==> src/hdl/gfc_rect_walk.sv <==
`timescale 1ns / 1ps
// Raster walker that steps through a non-empty rectangle one pixel per cycle.
module gfc_rect_walk #(
  parameter int unsigned XW = 9,
  parameter int unsigned YW = 9
) (
  input  logic          clk_i,
  input  logic          rst_ni,
  input  logic          start_i,
  input  logic [XW-1:0] x0_i,
  input  logic [XW-1:0] x1_i,
  input  logic [YW-1:0] y0_i,
  input  logic [YW-1:0] y1_i,
  output logic          busy_o,
  output logic          last_o,
  output logic [XW-1:0] x_o,
  output logic [YW-1:0] y_o
);

  logic          busy_q, busy_d;
  logic [XW-1:0] x_q, x_d, x0_q, x0_d, x1_q, x1_d;
  logic [YW-1:0] y_q, y_d, y1_q, y1_d;
  logic [XW-1:0] x_inc;
  logic [YW-1:0] y_inc;
  logic          row_end;

  assign x_inc   = x_q + XW'(1);
  assign y_inc   = y_q + YW'(1);
  assign row_end = (x_inc == x1_q);

  always_comb begin
    busy_d = busy_q;
    x_d    = x_q;
    y_d    = y_q;
    x0_d   = x0_q;
    x1_d   = x1_q;
    y1_d   = y1_q;
    if (start_i) begin
      busy_d = 1'b1;
      x_d    = x0_i;
      y_d    = y0_i;
      x0_d   = x0_i;
      x1_d   = x1_i;
      y1_d   = y1_i;
    end else if (busy_q) begin
      if (row_end) begin
        x_d = x0_q;
        y_d = y_inc;
        if (y_inc == y1_q) begin
          busy_d = 1'b0;
        end
      end else begin
        x_d = x_inc;
      end
    end
  end

  always_ff @(posedge clk_i or negedge rst_ni) begin
    if (!rst_ni) begin
      busy_q <= 1'b0;
    end else begin
      busy_q <= busy_d;
    end
  end

  always_ff @(posedge clk_i) begin
    x_q  <= x_d;
    y_q  <= y_d;
    x0_q <= x0_d;
    x1_q <= x1_d;
    y1_q <= y1_d;
  end

  assign busy_o = busy_q;
  assign last_o = busy_q && row_end && (y_inc == y1_q);
  assign x_o    = x_q;
  assign y_o    = y_q;

endmodule

==> config.mk <==
export PLATFORM = sky130hd
export DESIGN_NAME = gfc_rect_walk
export DESIGN_NICKNAME = d
export VERILOG_FILES = /design/src/hdl/gfc_rect_walk.sv
export SDC_FILE = /design/constraint.sdc
export NUM_CORES = 1
export LEC_CHECK = 0
export BUFFER_PORTS_ARGS = -buffer_cell sky130_fd_sc_hd__buf_2
export CAP_MARGIN = 20
export CORE_UTILIZATION = 40
export DETAILED_ROUTE_END_ITERATION = 12
export HOLD_SLACK_MARGIN = 0.1
export SYNTH_ARGS = -nofsm -noshare
export SYNTH_HDL_FRONTEND = slang
export SYNTH_SLANG_ARGS = --single-unit
==> constraint.sdc <==
create_clock -name clk_i -period 2.5 [get_ports clk_i]
set_input_delay 0.5 -clock clk_i [delete_from_list [all_inputs] [get_ports clk_i]]
set_output_delay 0.5 -clock clk_i [all_outputs]
set_load 0.01 [all_outputs]
==> flow_summary_export.csv <==
group,metric,value,unit
floorplanning,die_width,81.6,um
yosys,synth_cells,211,
cts,cts.sinks,46,
status,violations,"setup timing",
power_and_ir_drop,switchingPower,0.000624,W
worst_setup_path,endpoint_kind,"output port",
global_route,grt.total_usage,0.183,
layout,fillers,525,
route,drc_errors,0,
route,ant_nets,0,
yosys,synth_fp_nets,252,
yosys,ys_warn_count,0,
yosys,synth_edf_count,45,
sta,rsz0062_at_grt,"true",
power_and_ir_drop,comb_power_share,0.265,
sta,timing.fmax,0.365,GHz
floorplanning,die_h,81.6,um
worst_setup_path,cp_max_fo,2,
layout,nets,335,
worst_setup_path,critPathKind,"reg -> out",
min_path,hp-class,"in -> reg",
cts,clock_path_buffers,2,
floorplanning,io-pin-count,59,
global_route,grt_max_degree,40,
floorplanning,die-area,0.00666,mm2
power_and_ir_drop,p_int,0.00148,W
cts,clk_latency,0.30,ns
sta,hold_viol,0,
job,max-cap-violations,0,
layout,diodes,0,
worst_setup_path,crit_family,"compound AO/OA/AOI/OAI gates",
layout,final_cell_mix,"57 x buf_2, 45 x edfxtp_1, 25 x buf_4",
route,drt-total-wl,5.91,mm
cts,htreeDepth,2,
layout,final_layout_size_suffix_gt1_frac,0.403,
placed_design,portBuffers,58,
cts,cts_made_buffers,5,
worst_setup_path,cp_cell_sequence,"ha_4 -> xor2_2 -> a311oi_2 -> o2111a_2 -> o2111ai_4 -> nor3_4 -> and3_4 -> buf_6",
power_and_ir_drop,leakage,1.32,nW
global_route,grt_pass1_wl,9.03,mm
sta,postLayoutSetupSlackWorst,-0.243,ns
sta,slew_violations,0,
route,vias,1955,
cts,clk_pin_slew,0.09,ns
status,outcome,"complete, but fails checks",
power_and_ir_drop,p_total,0.00211,W
worst_setup_path,slowest_delay,0.44,ns
route,wl_per_cell,16.0,um
worst_setup_path,arrival,2.24,ns
sta,layout_min_cycle_time,2.74,ns
cts,cts-root-buf,"clkbuf_8",
floorplanning,start_util,0.420,
worst_setup_path,required,2.00,ns
cts,cts_tree,"yes",
yosys,synth_flop_cell,"edfxtp_1",
global_route,grt_pass1_vias,1857,
sta,hold-worst-slack,0.370,ns
power_and_ir_drop,pwr-share-clk,0.264,
sta,tightest_slew,0.626,ns
floorplanning,core_area,0.00603,mm2
route,first_iter_violations,67,
placed_design,place.gp.congestion,0.836,
worst_setup_path,critPathLaunchType,"flop",
route,dr.pass1.iters,4,
sta,relSlewSlack,0.581,
sta,fin_crit_sh,1.10,
yosys,async_flop_share,0.0217,
placed_design,hpwl,4.15,mm
layout,area_growth,31.8,%
yosys,synth_cell_types,48,
power_and_ir_drop,ir_drop,0.285,mV
power_and_ir_drop,sw_frac_of_total,0.296,
yosys,syn_area,0.00253,mm2
sta,setup_viol_count_final,3,
worst_setup_path,cp_slowest_cell,"edfxtp_1",
yosys,avgSynthCellArea,12.0,um2
yosys,synth_seq_area_share,0.543,
floorplanning,row_count,28,
sta,tns,-0.288,ns
layout,final_common_cell,"buf_2",
power_and_ir_drop,power.density,632,mW/mm2
power_and_ir_drop,seqPwrFrac,0.471,
worst_setup_path,crit_buf_inv,1,
global_route,antenna_found_initial,0,
sta,skew,0.00811,ns
yosys,ys_ff_latch,46,
global_route,grt_overflow,0,
route,via_per_inst,5.28,
==> layer usage <==
layer  GRT usage  up-vias  share of wire
met5           0        -              0
met1       0.245      935           0.46
met2       0.297       53           0.50
li1            -      962              -
met4      0.0491        0         0.0064
met3      0.0411        5          0.037
==> final timing paths <==
path	depth (start not counted)	end	from	slack, ns
max in group asynchronous	2	busy_o	rst_ni	1.90
min in group asynchronous	2	busy_o	rst_ni	0.51
setup reg to reg	9	x_o[6]	x_o[0]	-0.04
hold reg to reg	2	x_o[4]	x0_q[4]	0.63
hold / removal	1	x1_q[2]	x1_i[2]	0.37
setup / recovery	8	last_o	x_o[0]	-0.24
==> cell usage after synthesis (all sizes together), types with 2 or more instances <==
master,count,share of area
nand3,7,0.021
nor3,6,0.016
inv,2,0.0030
mux2,2,0.0089
o2111a,2,0.0094
nor4,2,0.0074
buf,5,0.018
and3,2,0.0069
o22a,2,0.0069
a21oi,5,0.0099
mux2i,4,0.016
xnor2,17,0.059
ha,2,0.0099
edfxtp,45,0.53
a21o,2,0.0059
nor2,14,0.024
o41ai,7,0.024
a31oi,9,0.022
a211o,2,0.0069
nand2,23,0.034
o21ai,13,0.026
xor2,17,0.059
clkbuf,7,0.011
==> power groups by stage <==
stage                     combinational, W  clock (W)  sequential [W]
after floorplan                   0.000304          0         0.00101
after detailed placement          0.000482          0         0.00101
final                             0.000559   0.000557        0.000993
after CTS                         0.000514   0.000570        0.000988
after global placement            0.000477          0         0.00100
after global routing              0.000612   0.000596         0.00100
==> sequential cells by signal, indices dropped and copies added, names as in the netlist <==
signal  flops
x0_q        9
y1_q        9
busy_o      1
y_o         9
x1_q        9
x_o         9
==> area by class of cell <==
cell class / count / area, um2 / area share
clock buffer: 6 / 72.6 / 0.0217
clock inverter: 2 / 37.5 / 0.0112
inverter: 2 / 7.51 / 0.00225
multi-input combinational: 151 / 1190 / 0.358
sequential: 46 / 1380 / 0.412
tap: 75 / 93.8 / 0.0281
timing repair buffer: 88 / 557 / 0.167
==> stage by stage <==
step	worst slack [ns]	cell area, um2	std cells	util
global placement	-0.0809	3040	352	0.504
detailed placement	-0.106	3040	352	0.504
CTS	-0.331	3240	368	0.537
global route	-0.372	3340	370	0.554
floorplan	0.00684	2550	211	-
finish	-0.243	3340	370	0.554
==> cell families after synthesis <==
logic type / after synthesis / share of synthesized area
adder cells (fa/ha/maj): 2 / 0.00987
flip-flops: 46 / 0.543
XOR/XNOR: 34 / 0.118
buffers and inverters: 14 / 0.0321
multiplexers: 6 / 0.0247
AO/OA/AOI/OAI: 50 / 0.149
AND/OR/NAND/NOR: 59 / 0.123
==> timing repair <==
item	4_1_cts	5_1_grt
gates cloned	0	0
resized for setup	5	14
setup endpoints to repair	1	18
hold buffers	1	0
buffers inserted	7	3
endpoints found under the hold margin	1	0
pin swaps	7	5
(Power assumes the default switching activity.)
